$ cat src/hw/rtl/line_follower_mode_controller_unit_assert.svh
// Assertion macros shared by the line follower mode controller RTL.
`ifndef LINE_FOLLOWER_MODE_CONTROLLER_UNIT_ASSERT_SVH
`define LINE_FOLLOWER_MODE_CONTROLLER_UNIT_ASSERT_SVH

// Same-cycle implication, clocked on clk_i, idle during reset.
`define LFMC_ASSERT_IMP(lbl, ante, cons, msg) \
  lbl: assert property (@(posedge clk_i) disable iff (!rst_ni) (ante) |-> (cons)) \
    else $error(msg);

// Next-cycle implication, clocked on clk_i, idle during reset.
`define LFMC_ASSERT_NXT(lbl, ante, cons, msg) \
  lbl: assert property (@(posedge clk_i) disable iff (!rst_ni) (ante) |=> (cons)) \
    else $error(msg);

`endif

$ cat src/hw/rtl/lfmc_pkg.sv
// Shared types and constants of the line follower mode controller.
package lfmc_pkg;

  // Configuration register width and indexes
  localparam int unsigned CFG_W = 12;
  localparam int unsigned CFG_IDX_W = 3;
  localparam logic [CFG_IDX_W-1:0] CFG_HOLD      = 3'd0;
  localparam logic [CFG_IDX_W-1:0] CFG_LONG_HOLD = 3'd1;
  localparam logic [CFG_IDX_W-1:0] CFG_DBL_WIN   = 3'd2;
  localparam logic [CFG_IDX_W-1:0] CFG_CENTER    = 3'd3;
  localparam logic [CFG_IDX_W-1:0] CFG_TURN_TMO  = 3'd4;

  localparam logic [CFG_W-1:0] CFG_HOLD_RST      = 12'd600;
  localparam logic [CFG_W-1:0] CFG_LONG_HOLD_RST = 12'd3000;
  localparam logic [CFG_W-1:0] CFG_DBL_WIN_RST   = 12'd400;
  localparam logic [CFG_W-1:0] CFG_CENTER_RST    = 12'd150;
  localparam logic [CFG_W-1:0] CFG_TURN_TMO_RST  = 12'd2000;

  // Gesture codes
  localparam logic [2:0] GES_NONE   = 3'd0;
  localparam logic [2:0] GES_SINGLE = 3'd1;
  localparam logic [2:0] GES_DOUBLE = 3'd2;
  localparam logic [2:0] GES_HOLD   = 3'd3;
  localparam logic [2:0] GES_LONG   = 3'd4;

  // Mode codes
  localparam logic [2:0] MODE_STOP = 3'd0;
  localparam logic [2:0] MODE_RUN  = 3'd1;
  localparam logic [2:0] MODE_TUNE = 3'd2;
  localparam logic [2:0] MODE_FWD  = 3'd3;
  localparam logic [2:0] MODE_TURN = 3'd4;

  // Speed table: normal, gentle turn, hard turn, lost line
  localparam logic [1:0] SPD_NORMAL = 2'd0;
  localparam logic [1:0] SPD_GENTLE = 2'd1;
  localparam logic [1:0] SPD_HARD   = 2'd2;
  localparam logic [1:0] SPD_LOST   = 2'd3;
  localparam logic [7:0] SPD_RST [4] = '{8'd255, 8'd150, 8'd100, 8'd200};
  localparam logic [7:0] SPD_MIN [4] = '{8'd50, 8'd0, 8'd0, 8'd50};
  localparam logic [7:0] SPD_MAX [4] = '{8'd255, 8'd255, 8'd200, 8'd255};
  localparam logic signed [9:0] SPEED_STEP = 10'sd10;

  localparam logic [4:0] SENS_ALL = 5'h1F;

  // Depth of the queue between classifier and mode machine
  localparam int unsigned QDEPTH = 2;

  typedef struct packed {
    logic [CFG_W-1:0] hold_ticks;
    logic [CFG_W-1:0] long_hold_ticks;
    logic [CFG_W-1:0] double_tap_window;
    logic [CFG_W-1:0] center_ticks;
    logic [CFG_W-1:0] turn_timeout_ticks;
  } cfg_t;

  // Classified tick passed from front to back
  typedef struct packed {
    logic [4:0] sensors;
    logic [2:0] gesture;
  } item_t;

  typedef struct packed {
    logic [7:0] left_speed;
    logic [7:0] right_speed;
    logic [2:0] mode;
    logic [2:0] gesture;
    logic [1:0] selected_speed;
    logic       tune_upward;
    logic       save_pulse;
    logic [7:0] normal_speed;
    logic [7:0] gentle_turn_speed;
    logic [7:0] hard_turn_speed;
    logic [7:0] lost_line_speed;
  } res_t;

endpackage

$ cat src/hw/rtl/lfmc_front.sv
// Gesture classifier: turns button timing into tap, double tap, hold and long hold events.
module lfmc_front import lfmc_pkg::*; #(
  parameter int unsigned TIMER_BITS = 12
) (
  input  logic        clk_i,
  input  logic        rst_ni,
  input  cfg_t        cfg_i,
  input  logic        in_valid_i,
  output logic        in_ready_o,
  input  logic [4:0]  sensors_i,
  input  logic        button_i,
  output logic        push_o,
  output item_t       item_o,
  input  logic        q_ready_i
);

  localparam int unsigned CW = (TIMER_BITS + 1 > CFG_W) ? TIMER_BITS + 1 : CFG_W;
  localparam logic [TIMER_BITS-1:0] AGE_MAX = {TIMER_BITS{1'b1}};

  logic                  was_down_q, was_down_d;
  logic [TIMER_BITS-1:0] press_q, press_d;
  logic [TIMER_BITS-1:0] rel_q, rel_d;
  logic [1:0]            taps_q, taps_d;
  logic                  pend_q, pend_d;
  logic                  press_clr, rel_clr, accept;
  logic [CW-1:0]         held;
  logic [2:0]            ev;

  assign in_ready_o = q_ready_i;
  assign accept     = in_valid_i && q_ready_i;
  assign push_o     = accept;
  assign held       = CW'(press_q) + CW'(1'b1);

  // Press/release edge handling and tap decision
  always_comb begin
    taps_d    = taps_q;
    pend_d    = pend_q;
    ev        = GES_NONE;
    press_clr = 1'b0;
    rel_clr   = 1'b0;
    if (!was_down_q && button_i) begin
      press_clr = 1'b1;
    end else if (was_down_q && !button_i) begin
      if (held >= CW'(cfg_i.long_hold_ticks)) begin
        ev     = GES_LONG;
        taps_d = 2'd0;
        pend_d = 1'b0;
      end else if (held >= CW'(cfg_i.hold_ticks)) begin
        ev     = GES_HOLD;
        taps_d = 2'd0;
        pend_d = 1'b0;
      end else begin
        if (taps_q != 2'd3) taps_d = taps_q + 2'd1;
        rel_clr = 1'b1;
        pend_d  = 1'b1;
      end
    end
    // a tap is decided once the window has passed with no new release
    if (pend_d && !rel_clr && (CW'(rel_q) >= CW'(cfg_i.double_tap_window))) begin
      ev     = (taps_d >= 2'd2) ? GES_DOUBLE : GES_SINGLE;
      taps_d = 2'd0;
      pend_d = 1'b0;
    end
    was_down_d = button_i;
    press_d = press_clr ? '0 : ((press_q != AGE_MAX) ? press_q + 1'b1 : press_q);
    rel_d   = rel_clr   ? '0 : ((rel_q   != AGE_MAX) ? rel_q   + 1'b1 : rel_q);
  end

  assign item_o.sensors = sensors_i;
  assign item_o.gesture = ev;

  always_ff @(posedge clk_i or negedge rst_ni) begin
    if (!rst_ni) begin
      was_down_q <= 1'b0;
      press_q    <= '0;
      rel_q      <= '0;
      taps_q     <= 2'd0;
      pend_q     <= 1'b0;
    end else if (accept) begin
      was_down_q <= was_down_d;
      press_q    <= press_d;
      rel_q      <= rel_d;
      taps_q     <= taps_d;
      pend_q     <= pend_d;
    end
  end

endmodule

$ cat src/hw/rtl/lfmc_queue.sv
// Two-entry queue decoupling the gesture classifier from the mode machine.
module lfmc_queue import lfmc_pkg::*; (
  input  logic  clk_i,
  input  logic  rst_ni,
  input  logic  push_i,
  input  item_t push_data_i,
  output logic  ready_o,
  output logic  valid_o,
  input  logic  pop_i,
  output item_t pop_data_o
);

  localparam int unsigned PW = (QDEPTH > 1) ? $clog2(QDEPTH) : 1;
  localparam int unsigned CNTW = $clog2(QDEPTH + 1);

  item_t           mem_q [QDEPTH];
  logic [PW-1:0]   wr_q, rd_q;
  logic [CNTW-1:0] cnt_q, cnt_d;

  assign ready_o    = (cnt_q != CNTW'(QDEPTH));
  assign valid_o    = (cnt_q != '0);
  assign pop_data_o = mem_q[rd_q];

  always_comb begin
    cnt_d = cnt_q;
    if (push_i && !pop_i) cnt_d = cnt_q + 1'b1;
    else if (!push_i && pop_i) cnt_d = cnt_q - 1'b1;
  end

  // Storage
  always_ff @(posedge clk_i) begin
    if (push_i) mem_q[wr_q] <= push_data_i;
  end

  // Pointers and fill count
  always_ff @(posedge clk_i or negedge rst_ni) begin
    if (!rst_ni) begin
      wr_q  <= '0;
      rd_q  <= '0;
      cnt_q <= '0;
    end else begin
      if (push_i) wr_q <= (wr_q == PW'(QDEPTH - 1)) ? '0 : wr_q + 1'b1;
      if (pop_i)  rd_q <= (rd_q == PW'(QDEPTH - 1)) ? '0 : rd_q + 1'b1;
      cnt_q <= cnt_d;
    end
  end

endmodule

$ cat src/hw/rtl/lfmc_back.sv
// Mode machine, speed tuning and wheel drive selection with output register.
`include "line_follower_mode_controller_unit_assert.svh"
module lfmc_back import lfmc_pkg::*; #(
  parameter int unsigned TIMER_BITS = 12
) (
  input  logic  clk_i,
  input  logic  rst_ni,
  input  cfg_t  cfg_i,
  input  logic  q_valid_i,
  input  item_t q_data_i,
  output logic  pop_o,
  output logic  out_valid_o,
  input  logic  out_ready_i,
  output res_t  res_o
);

  localparam int unsigned CW = (TIMER_BITS + 1 > CFG_W) ? TIMER_BITS + 1 : CFG_W;
  localparam logic [TIMER_BITS-1:0] AGE_MAX = {TIMER_BITS{1'b1}};

  logic [2:0]            mode_q, mode_cur, mode_n;
  logic [7:0]            spd_q [4];
  logic [7:0]            spd_n [4];
  logic [1:0]            sel_q, sel_n;
  logic                  up_q, up_n;
  logic [TIMER_BITS-1:0] iage_q, iage_d;
  logic                  inter_clr, save;
  logic [7:0]            left, right, cur;
  logic signed [9:0]     stepped;
  logic [CW-1:0]         elapsed;
  logic [4:0]            s;
  logic [2:0]            ev;
  logic                  pop, out_valid_q;
  res_t                  res_q, res_d;

  assign pop         = q_valid_i && (!out_valid_q || out_ready_i);
  assign pop_o       = pop;
  assign out_valid_o = out_valid_q;
  assign res_o       = res_q;
  assign s           = q_data_i.sensors;
  assign ev          = q_data_i.gesture;
  assign elapsed     = CW'(iage_q) + CW'(1'b1);

  // Tuning step of the selected speed
  assign cur     = spd_q[sel_q];
  assign stepped = up_q ? $signed({2'b00, cur}) + SPEED_STEP
                        : $signed({2'b00, cur}) - SPEED_STEP;

  // Event handling, then drive selection in the resulting mode
  always_comb begin
    mode_cur  = (mode_q > MODE_TURN) ? MODE_STOP : mode_q;
    mode_n    = mode_cur;
    sel_n     = sel_q;
    up_n      = up_q;
    spd_n     = spd_q;
    save      = 1'b0;
    inter_clr = 1'b0;
    left      = 8'd0;
    right     = 8'd0;
    case (mode_cur)
      MODE_STOP: begin
        if (ev == GES_SINGLE) begin
          mode_n = MODE_RUN;
        end else if (ev == GES_HOLD) begin
          mode_n = MODE_TUNE;
          sel_n  = SPD_NORMAL;
          up_n   = 1'b1;
        end
      end
      MODE_TUNE: begin
        case (ev)
          GES_SINGLE: begin
            if (stepped < $signed({2'b00, SPD_MIN[sel_q]})) spd_n[sel_q] = SPD_MIN[sel_q];
            else if (stepped > $signed({2'b00, SPD_MAX[sel_q]})) spd_n[sel_q] = SPD_MAX[sel_q];
            else spd_n[sel_q] = stepped[7:0];
          end
          GES_DOUBLE: up_n = !up_q;
          GES_HOLD:   sel_n = sel_q + 2'd1;
          GES_LONG: begin
            save   = 1'b1;
            mode_n = MODE_STOP;
          end
          default: ;
        endcase
      end
      default: begin
        if (ev == GES_SINGLE) begin
          mode_n = MODE_STOP;
        end else if (ev == GES_HOLD) begin
          mode_n = MODE_TUNE;
          sel_n  = SPD_NORMAL;
          up_n   = 1'b1;
        end
      end
    endcase

    case (mode_n)
      MODE_RUN: begin
        if (s == SENS_ALL) begin
          mode_n    = MODE_FWD;
          inter_clr = 1'b1;
          left      = spd_n[SPD_NORMAL];
          right     = spd_n[SPD_NORMAL];
        end else if (s == 5'd0) begin
          left  = spd_n[SPD_LOST];
          right = spd_n[SPD_LOST];
        end else if (s[4]) begin
          left  = spd_n[SPD_NORMAL];
          right = spd_n[SPD_HARD];
        end else if (s[3]) begin
          left  = spd_n[SPD_NORMAL];
          right = spd_n[SPD_GENTLE];
        end else if (s[2] && !s[1]) begin
          left  = spd_n[SPD_NORMAL];
          right = spd_n[SPD_NORMAL];
        end else if (s[1] && !s[0]) begin
          left  = spd_n[SPD_GENTLE];
          right = spd_n[SPD_NORMAL];
        end else if (s[0]) begin
          left  = spd_n[SPD_HARD];
          right = spd_n[SPD_NORMAL];
        end else begin
          left  = spd_n[SPD_NORMAL];
          right = spd_n[SPD_NORMAL];
        end
      end
      MODE_FWD: begin
        left  = spd_n[SPD_NORMAL];
        right = spd_n[SPD_NORMAL];
        if (elapsed >= CW'(cfg_i.center_ticks)) begin
          mode_n    = MODE_TURN;
          inter_clr = 1'b1;
        end
      end
      MODE_TURN: begin
        left = spd_n[SPD_NORMAL];
        if (s[2] || (elapsed >= CW'(cfg_i.turn_timeout_ticks))) mode_n = MODE_RUN;
      end
      default: ;
    endcase

    iage_d = inter_clr ? '0 : ((iage_q != AGE_MAX) ? iage_q + 1'b1 : iage_q);

    res_d.left_speed        = left;
    res_d.right_speed       = right;
    res_d.mode              = mode_n;
    res_d.gesture           = ev;
    res_d.selected_speed    = sel_n;
    res_d.tune_upward       = up_n;
    res_d.save_pulse        = save;
    res_d.normal_speed      = spd_n[SPD_NORMAL];
    res_d.gentle_turn_speed = spd_n[SPD_GENTLE];
    res_d.hard_turn_speed   = spd_n[SPD_HARD];
    res_d.lost_line_speed   = spd_n[SPD_LOST];
  end

  // Controller state
  always_ff @(posedge clk_i or negedge rst_ni) begin
    if (!rst_ni) begin
      mode_q      <= MODE_STOP;
      spd_q[0]    <= SPD_RST[0];
      spd_q[1]    <= SPD_RST[1];
      spd_q[2]    <= SPD_RST[2];
      spd_q[3]    <= SPD_RST[3];
      sel_q       <= SPD_NORMAL;
      up_q        <= 1'b1;
      iage_q      <= '0;
      out_valid_q <= 1'b0;
    end else begin
      if (pop) begin
        mode_q <= mode_n;
        spd_q  <= spd_n;
        sel_q  <= sel_n;
        up_q   <= up_n;
        iage_q <= iage_d;
      end
      if (pop) out_valid_q <= 1'b1;
      else if (out_ready_i) out_valid_q <= 1'b0;
    end
  end

  // Output register payload
  always_ff @(posedge clk_i) begin
    if (pop) res_q <= res_d;
  end

  `LFMC_ASSERT_IMP(a_save_on_long, out_valid_q && res_q.save_pulse, res_q.gesture == GES_LONG, "save pulse without long hold")
  `LFMC_ASSERT_IMP(a_idle_wheels, out_valid_q && (res_q.mode == MODE_STOP || res_q.mode == MODE_TUNE), res_q.left_speed == 8'd0 && res_q.right_speed == 8'd0, "wheels driven while stopped or tuning")
  `LFMC_ASSERT_IMP(a_speed_limits, 1'b1, spd_q[SPD_NORMAL] >= SPD_MIN[SPD_NORMAL] && spd_q[SPD_LOST] >= SPD_MIN[SPD_LOST] && spd_q[SPD_HARD] <= SPD_MAX[SPD_HARD], "speed outside its limits")
  `LFMC_ASSERT_NXT(a_pop_fills_out, pop, out_valid_q, "popped transaction did not reach the output register")

endmodule

$ cat src/hw/rtl/line_follower_mode_controller_unit.sv
// Top level of the line follower mode controller: ports, configuration registers, wiring.
//
// One transaction per 1 ms tick carries the five line sensors and the button level; one
// result transaction comes back for each. The block takes a new input transaction every
// clock cycle while the queue has room. Each input passes from the gesture classifier
// through a two-entry queue, which the mode machine reads into the output register.
// Input ready drops only while the queue holds two transactions, which happens
// when the output side stalls. Configuration writes (index 0 hold_ticks,
// 1 long_hold_ticks, 2 double_tap_window, 3 center_ticks, 4 turn_timeout_ticks) take
// effect at once; other indexes are ignored. No clearing pass follows reset.
module line_follower_mode_controller_unit import lfmc_pkg::*; #(
  parameter int unsigned TIMER_BITS = 12
) (
  input  logic                 clk_i,
  input  logic                 rst_ni,
  // Configuration write port
  input  logic                 cfg_we_i,
  input  logic [CFG_IDX_W-1:0] cfg_idx_i,
  input  logic [CFG_W-1:0]     cfg_data_i,
  // Input stream
  input  logic                 s_axis_tvalid_i,
  output logic                 s_axis_tready_o,
  // [4:0] line_sensors, [5] button_down, [7:6] zero
  input  logic [7:0]           s_axis_tdata_i,
  // Output stream
  output logic                 m_axis_tvalid_o,
  input  logic                 m_axis_tready_i,
  // [7:0] left_speed, [15:8] right_speed, [18:16] mode, [21:19] gesture,
  // [23:22] selected_speed, [24] tune_upward, [25] save_pulse, [33:26] normal_speed,
  // [41:34] gentle_turn_speed, [49:42] hard_turn_speed, [57:50] lost_line_speed, [63:58] zero
  output logic [63:0]          m_axis_tdata_o
);

  cfg_t  cfg_q;
  logic  push, q_ready, q_valid, pop;
  item_t push_item, pop_item;
  res_t  res;

  // Configuration registers
  always_ff @(posedge clk_i or negedge rst_ni) begin
    if (!rst_ni) begin
      cfg_q.hold_ticks         <= CFG_HOLD_RST;
      cfg_q.long_hold_ticks    <= CFG_LONG_HOLD_RST;
      cfg_q.double_tap_window  <= CFG_DBL_WIN_RST;
      cfg_q.center_ticks       <= CFG_CENTER_RST;
      cfg_q.turn_timeout_ticks <= CFG_TURN_TMO_RST;
    end else if (cfg_we_i) begin
      case (cfg_idx_i)
        CFG_HOLD:      cfg_q.hold_ticks         <= cfg_data_i;
        CFG_LONG_HOLD: cfg_q.long_hold_ticks    <= cfg_data_i;
        CFG_DBL_WIN:   cfg_q.double_tap_window  <= cfg_data_i;
        CFG_CENTER:    cfg_q.center_ticks       <= cfg_data_i;
        CFG_TURN_TMO:  cfg_q.turn_timeout_ticks <= cfg_data_i;
        default: ;
      endcase
    end
  end

  lfmc_front #(
    .TIMER_BITS(TIMER_BITS)
  ) u_front (
    .clk_i      (clk_i),
    .rst_ni     (rst_ni),
    .cfg_i      (cfg_q),
    .in_valid_i (s_axis_tvalid_i),
    .in_ready_o (s_axis_tready_o),
    .sensors_i  (s_axis_tdata_i[4:0]),
    .button_i   (s_axis_tdata_i[5]),
    .push_o     (push),
    .item_o     (push_item),
    .q_ready_i  (q_ready)
  );

  lfmc_queue u_queue (
    .clk_i       (clk_i),
    .rst_ni      (rst_ni),
    .push_i      (push),
    .push_data_i (push_item),
    .ready_o     (q_ready),
    .valid_o     (q_valid),
    .pop_i       (pop),
    .pop_data_o  (pop_item)
  );

  lfmc_back #(
    .TIMER_BITS(TIMER_BITS)
  ) u_back (
    .clk_i       (clk_i),
    .rst_ni      (rst_ni),
    .cfg_i       (cfg_q),
    .q_valid_i   (q_valid),
    .q_data_i    (pop_item),
    .pop_o       (pop),
    .out_valid_o (m_axis_tvalid_o),
    .out_ready_i (m_axis_tready_i),
    .res_o       (res)
  );

  // Result packing, first field lowest
  assign m_axis_tdata_o = {6'b0, res.lost_line_speed, res.hard_turn_speed,
                           res.gentle_turn_speed, res.normal_speed, res.save_pulse,
                           res.tune_upward, res.selected_speed, res.gesture, res.mode,
                           res.right_speed, res.left_speed};

endmodule

$ cat config.mk
export PLATFORM = sky130hd
export DESIGN_NAME = line_follower_mode_controller_unit
export DESIGN_NICKNAME = d
export VERILOG_FILES = /design/src/hw/rtl/lfmc_pkg.sv /design/src/hw/rtl/lfmc_front.sv /design/src/hw/rtl/lfmc_queue.sv /design/src/hw/rtl/lfmc_back.sv /design/src/hw/rtl/line_follower_mode_controller_unit.sv
export VERILOG_INCLUDE_DIRS = /design/src /design/src/hw/rtl
export SDC_FILE = /design/constraint.sdc
export NUM_CORES = 1
export LEC_CHECK = 0
export CORE_MARGIN = 2
export CORE_UTILIZATION = 60
export CTS_BUF_LIST = sky130_fd_sc_hd__clkbuf_8
export DETAILED_ROUTE_END_ITERATION = 7
export DONT_BUFFER_PORTS = 1
export PLACE_DENSITY = 0.75
export SLEW_MARGIN = 20
export SYNTH_ARGS = -nofsm -noshare
export SYNTH_HDL_FRONTEND = slang
export SYNTH_HIERARCHICAL = 1
export SYNTH_SLANG_ARGS = --single-unit
$ cat constraint.sdc
create_clock -name clk_i -period 4.9 [get_ports clk_i]
set_input_delay 0.245 -clock clk_i [delete_from_list [all_inputs] [get_ports clk_i]]
set_output_delay 0.245 -clock clk_i [all_outputs]
set_load 0.1 [all_outputs]
==> impl_metrics.yaml, run 1 <==
run_status:
  status: "complete, no violations"
logic_synthesis:
  synth-edff-count: 74
  yosysSeqAreaShare: 0.457
  async_reset_ff_frac: 0.659
  synthDistinctLibCells: 96
  synth_flop_cell: "dfrtp_1"
  netlist_instances: 1218
  ys_warn_count: 6
  syn_area_per_cell_um2: 10.5
  ys_ff_latch: 217
  syn_area_um2: 12800
sta:
  tightest_slew_ns: 1.07
  fin_worst_skew_ns: 0.0262
  rsz0062_at_grt: "no"
  period_share: 0.947
  hold_violations: 0
  finalSetupViolCount: 0
  drv_slew: 0
  hold_slack_ns: 0.0285
  setup_tns_ns: 0
  slew_headroom: 0.280
  min_period_ns: 4.64
  fmax_mhz: 216
die:
  core_um2: 21000
  die_x_um: 150
  die_height_um: 150
  start_util: 0.611
  die_area_um2: 22500
  io_pins: 94
  floorplan.rows: 53
worst_hold_path:
  min_delay_path_depth: 2
  hold_class: "in -> reg"
final_layout:
  final_nets: 1357
  final_cell_mix: "nand2_1 (145), inv_1 (114), dfrtp_1 (100)"
  area_growth_pct: 8.89
  n_fill_cell: 1693
  utilization: 0.665
  n_antenna_cell: 0
  final_common_cell: "nand2_1"
  drive_gt1_frac: 0.190
power:
  powerDensity_nw_per_um2: 690
  worst_ir_drop_vdd_mv: 0.426
  leakage_nw: 6.21
  power_mw: 9.62
detailed_routing:
  finalWirelength_um: 30800
  routed_via_density: 6.08
  route.detailed.drc: 0
  final_antenna_net_count: 0
  dr.pass1.iters: 5
  wl_per_cell_um: 19.8
  num_vias: 9440
  first_iter_violations: 821
global_routing:
  grt_pass1_vias: 9166
  antenna_found_initial: 1
  grt_use_total: 0.277
  grt_pass1_wl_um: 48600
  grt_overflow_total: 0
  grt_max_degree: 144
placed_design:
  dp_hpwl_um: 21700
  io_buffers: 0
  gp_congestion: 0.990
cts:
  clk_latency_ns: 0.54
  postCtsSetupRepairBufs: 0
  clock-root-buffer: "clkbuf_8"
  cts_buffers: 37
  cts_sinks: 217
  cts_tree: "done"
  clockBufferDepth: 3
  htree_levels: 2
  clk_pin_slew_ns: 0.07
critical_path:
  criticalPathCategory: "reg -> reg"
  cp-start-kind: "flip-flop"
  crit_arrival_ns: 4.92
  crit_fanout: 10
  ff2ff_path_depth: 17
  required_ns: 5.18
  critPathCaptureType: "flip-flop"
flow_run:
  maxCapViolCount: 0
-- area by class of cell --
cell class,instances,area [µm²],share of cell area
well taps,275,344,0.0247
inverters,101,380,0.0273
flip-flops and latches,217,5850,0.420
clock inverters,26,143,0.0102
multi-input cells,852,6260,0.449
repair buffers,41,388,0.0278
clock buffers,41,564,0.0405
-- final timing paths --
| check | startpoint | to | slack, ns |
|---|---|---|---|
| worst min register to register | u_back/spd_q[7] | u_back/spd_q[7] | 0.49 |
| worst max-delay path | u_back/sel_q[0] | u_back/res_o[46] | 0.26 |
| worst max register to register | u_back/sel_q[0] | u_back/res_o[46] | 0.26 |
| max in group asynchronous | rst_ni | u_back/spd_q[12] | 3.96 |
| min in group asynchronous | rst_ni | cfg_q[21] | 0.39 |
| worst min-delay path | s_axis_tdata_i[5] | u_front/was_down_q | 0.03 |
-- timing repair --
action / CTS / global route
hold buffers: 20 / 0
endpoints found under the hold margin: 214 / 0
gates resized for setup: 0 / 1
setup endpoints to repair: 0 / 4
-- report_power, final --
part / total [mW] / switching (mW) / leakage [nW] / internal, mW
clock: 1.57 / 0.744 / 0.427 / 0.828
combinational: 3.56 / 2.21 / 3.34 / 1.35
sequential: 4.49 / 1.89 / 2.45 / 2.60
total: 9.62 / 4.85 / 6.21 / 4.77
-- flip-flops by register name (all words and copies together) (netlist names) --
signal	count
cfg_q	60
u_back/iage_q	12
u_back/mode_q	3
u_back/out_valid_o	1
u_back/res_o	58
u_back/sel_q	2
u_back/spd_q	32
u_back/up_q	1
u_front/pend_q	1
u_front/press_q	12
u_front/rel_q	12
u_front/taps_q	2
u_front/was_down_q	1
u_queue/cnt_q	2
u_queue/mem_q	16
u_queue/rd_q	1
u_queue/wr_q	1
-- per-layer routing --
metal,routed length (µm),up-vias,GRT usage
met2,14400,367,0.448
met5,13,-,0
li1,-,4439,-
met4,845,2,0.0925
met1,13400,4556,0.376
met3,2050,76,0.0564
-- synthesized netlist by cell type (all sizes together) (7+ instances only) --
master | instances | share of area
nand2 | 145 | 0.043
dfrtp | 100 | 0.20
inv | 100 | 0.029
mux2 | 85 | 0.077
ha | 79 | 0.077
o21ai | 75 | 0.030
edfxtp | 74 | 0.17
nor2 | 63 | 0.019
a21oi | 51 | 0.021
dfstp | 43 | 0.088
buf | 30 | 0.019
nand3 | 29 | 0.011
clkbuf | 23 | 0.0067
xor2 | 22 | 0.017
nor3 | 20 | 0.0078
a21o | 18 | 0.011
nand2b | 18 | 0.0094
o22ai | 18 | 0.0088
xnor2 | 18 | 0.012
and3 | 17 | 0.0087
mux2i | 15 | 0.012
a31oi | 13 | 0.0068
and2 | 13 | 0.0065
a22o | 10 | 0.0068
nor2b | 9 | 0.0044
o31ai | 9 | 0.0057
a22oi | 8 | 0.0055
o21a | 8 | 0.0047
a211oi | 7 | 0.0053
nand4 | 7 | 0.0039
-- worst max-delay path, cell delays in order (launching register included) --
cell	delay [ns]
dfrtp_1	0.49
mux4_2	0.59
ha_1	0.27
or2_1	0.22
o221a_2	0.25
a21oi_1	0.18
xnor2_1	0.11
ha_1	0.30
nand2_1	0.07
o31ai_1	0.23
o31ai_1	0.19
o31ai_2	0.35
buf_12	0.19
a22oi_2	0.10
a31oi_1	0.35
inv_1	0.10
a222oi_1	0.29
o22ai_1	0.12
-- metrics by stage --
| step | setup WS (ns) | cells | area, µm² |
|---|---|---|---|
| 2_1_floorplan | 0.639 | 1223 | 12800 |
| 3_3_place_gp | 0.308 | 1466 | 13000 |
| 3_5_place_dp | 0.236 | 1466 | 13000 |
| 4_1_cts | 0.204 | 1553 | 13900 |
| 5_1_grt | 0.00788 | 1553 | 13900 |
| 6_report | 0.261 | 1553 | 13900 |
-- kinds of logic (layout without fill, tap and decap cells) --
kind of cell | after synthesis | in the layout | share of synthesized area
buf+inv | 154 | 209 | 0.0550
other cells | 1 | 6 | 0.000293
fa+ha+maj | 79 | 79 | 0.0772
simple gates | 351 | 351 | 0.134
flops | 217 | 217 | 0.457
compound gates | 270 | 270 | 0.147
mux | 106 | 106 | 0.100
xor+xnor | 40 | 40 | 0.0288
Power figures use the tool's default switching activity.
==> run 2: changes to the inputs <==
==> constraint.sdc (replaced) <==
create_clock -name clk_i -period 4.9 [get_ports clk_i]
set_input_delay 1.225 -clock clk_i [delete_from_list [all_inputs] [get_ports clk_i]]
set_output_delay 1.225 -clock clk_i [all_outputs]
set_load 0.1 [all_outputs]
==> impl_metrics.yaml, run 2 (same netlist as run 1, synthesis figures left out) <==
cts:
  clk_pin_slew_ns: 0.07
  cts_tree: "done"
  clockBufferDepth: 3
  postCtsSetupRepairBufs: 0
  htree_levels: 2
  cts_buffers: 38
  cts_sinks: 217
  clock-root-buffer: "clkbuf_8"
  clk_latency_ns: 0.56
sta:
  finalSetupViolCount: 0
  fin_worst_skew_ns: 0.0435
  setup_tns_ns: 0
  fmax_mhz: 214
  hold_violations: 0
  fin_ws_ns: 0.228
  period_share: 0.953
  slew_headroom: 0.321
  tightest_slew_ns: 1.01
  hold_slack_ns: 0.358
  drv_slew: 0
  min_period_ns: 4.67
  rsz0062_at_grt: "no"
critical_path:
  ff2ff_path_depth: 17
  cp_slowest_cell: "mux4_2"
  rr_endpoint: "u_back/res_o[54]"
  cp-startpoint: "u_back/sel_q[0]"
  cp-endpoint: "u_back/res_o[54]"
  required_ns: 5.22
  crit_fanout: 5
  crit_chain: "mux4_2, ha_1, or2_1, o221a_2, a21oi_1, xnor2_1, buf_4, ha_1, o21ai_0, a31oi_1, nor2_1, o21a_1, a22o_1, a22oi_2, a31oi_1, o221a_1, a221oi_1"
  cp_num_buf_inv: 1
  cp-start-kind: "flip-flop"
  rrSetupSlack_ns: 0.23
  criticalPathCategory: "reg -> reg"
  cp.depth: 17
  crit_arrival_ns: 4.99
  crit_family: "compound AO/OA/AOI/OAI gates"
  cpPeakStageDelay_ns: 0.61
  regToRegStartpoint: "u_back/sel_q[0]"
  critPathCaptureType: "flip-flop"
detailed_routing:
  wl_per_cell_um: 20.0
  finalWirelength_um: 30700
  dr.pass1.iters: 5
  route.detailed.drc: 0
  routed_via_density: 6.13
  final_antenna_net_count: 0
  num_vias: 9409
  first_iter_violations: 897
placed_design:
  dp_hpwl_um: 21700
  io_buffers: 0
  pre_cts_ws_ns: 0.184
  gp_congestion: 0.971
run_status:
  status: "complete, no violations"
final_layout:
  n_antenna_cell: 0
  regMostFlops: "cfg_q"
  utilization: 0.658
  area_growth_pct: 7.71
  final_nets: 1338
  n_fill_cell: 1647
  largest_reg_flops: 60
  drive_gt1_frac: 0.200
  final_cell_mix: "nand2_1 (145), inv_1 (106), dfrtp_1 (99)"
  final_common_cell: "nand2_1"
die:
  core_um2: 21000
  floorplan.rows: 53
  start_util: 0.611
  die_height_um: 150
  die_x_um: 150
  die_area_um2: 22500
  io_pins: 94
power:
  power_mw: 9.71
  worst_ir_drop_vdd_mv: 0.408
  powerDensity_nw_per_um2: 705
  leakage_nw: 6.11
global_routing:
  grt_overflow_total: 0
  grt_pass1_wl_um: 48300
  grt_pass1_vias: 9147
  antenna_found_initial: 0
  grt_max_degree: 144
  grt_use_total: 0.274
flow_run:
  maxCapViolCount: 0
worst_hold_path:
  hold_class: "in -> async"
==> run 2: changes by cell type in the layout (fill, tap and decap cells not counted), sizes merged <==
cell | previous run | this run
dlygate4sd3 | 19 | 0
clkinv | 9 | 14
clkbuf | 41 | 42
clkinvlp | 0 | 4
buf | 22 | 21
inv | 117 | 108
bufinv | 1 | 2
==> run 2: what timing repair did <==
item | in CTS | in global routing
endpoints found under the hold margin | 0 | 0
hold buffers | 0 | 0
endpoints found under the setup margin | 0 | 4
resized for setup | 0 | 4
==> run 2: layer usage <==
layer  up-vias  GRT usage  wire length (µm)
met1      4572      0.368             13200
li1       4397          -                 -
met5         -          0                 0
met4         0     0.0981               905
met3        77     0.0527              2010
met2       363      0.446             14600
==> run 2: worst min-delay path by stage <==
stage,start,end,slack (ns),depth (start not counted)
5_1_grt,rst_ni,u_front/press_q[4],0.34,0
6_report,rst_ni,cfg_q[59],0.36,0
4_1_cts,rst_ni,u_front/press_q[0],0.33,0
3_3_place_gp,u_back/spd_q[7],u_back/spd_q[7],0.46,2
3_5_place_dp,u_back/spd_q[7],u_back/spd_q[7],0.46,2
2_1_floorplan,u_back/spd_q[7],u_back/spd_q[7],0.44,2
==> run 2: metrics by stage <==
| stage | cell area [µm²] | cells |
|---|---|---|
| 6_report | 13800 | 1535 |
| 5_1_grt | 13800 | 1535 |
| 4_1_cts | 13800 | 1535 |
| 3_5_place_dp | 13000 | 1466 |
| 3_3_place_gp | 13000 | 1466 |
| 2_1_floorplan | 12800 | 1223 |
==> run 2: layout make-up <==
type	instances	area, µm²	area share
clock buffers	42	578	0.0419
well taps	275	344	0.0250
multi-input cells	852	6270	0.455
inverters	101	380	0.0276
repair buffers	21	161	0.0117
clock inverters	27	198	0.0143
flip-flops and latches	217	5860	0.425
==> run 2: power by group <==
group          switching (mW)  leakage [nW]  internal [mW]
clock network           0.776         0.420          0.910
logic                    2.17          3.24           1.35
registers                1.91          2.45           2.60
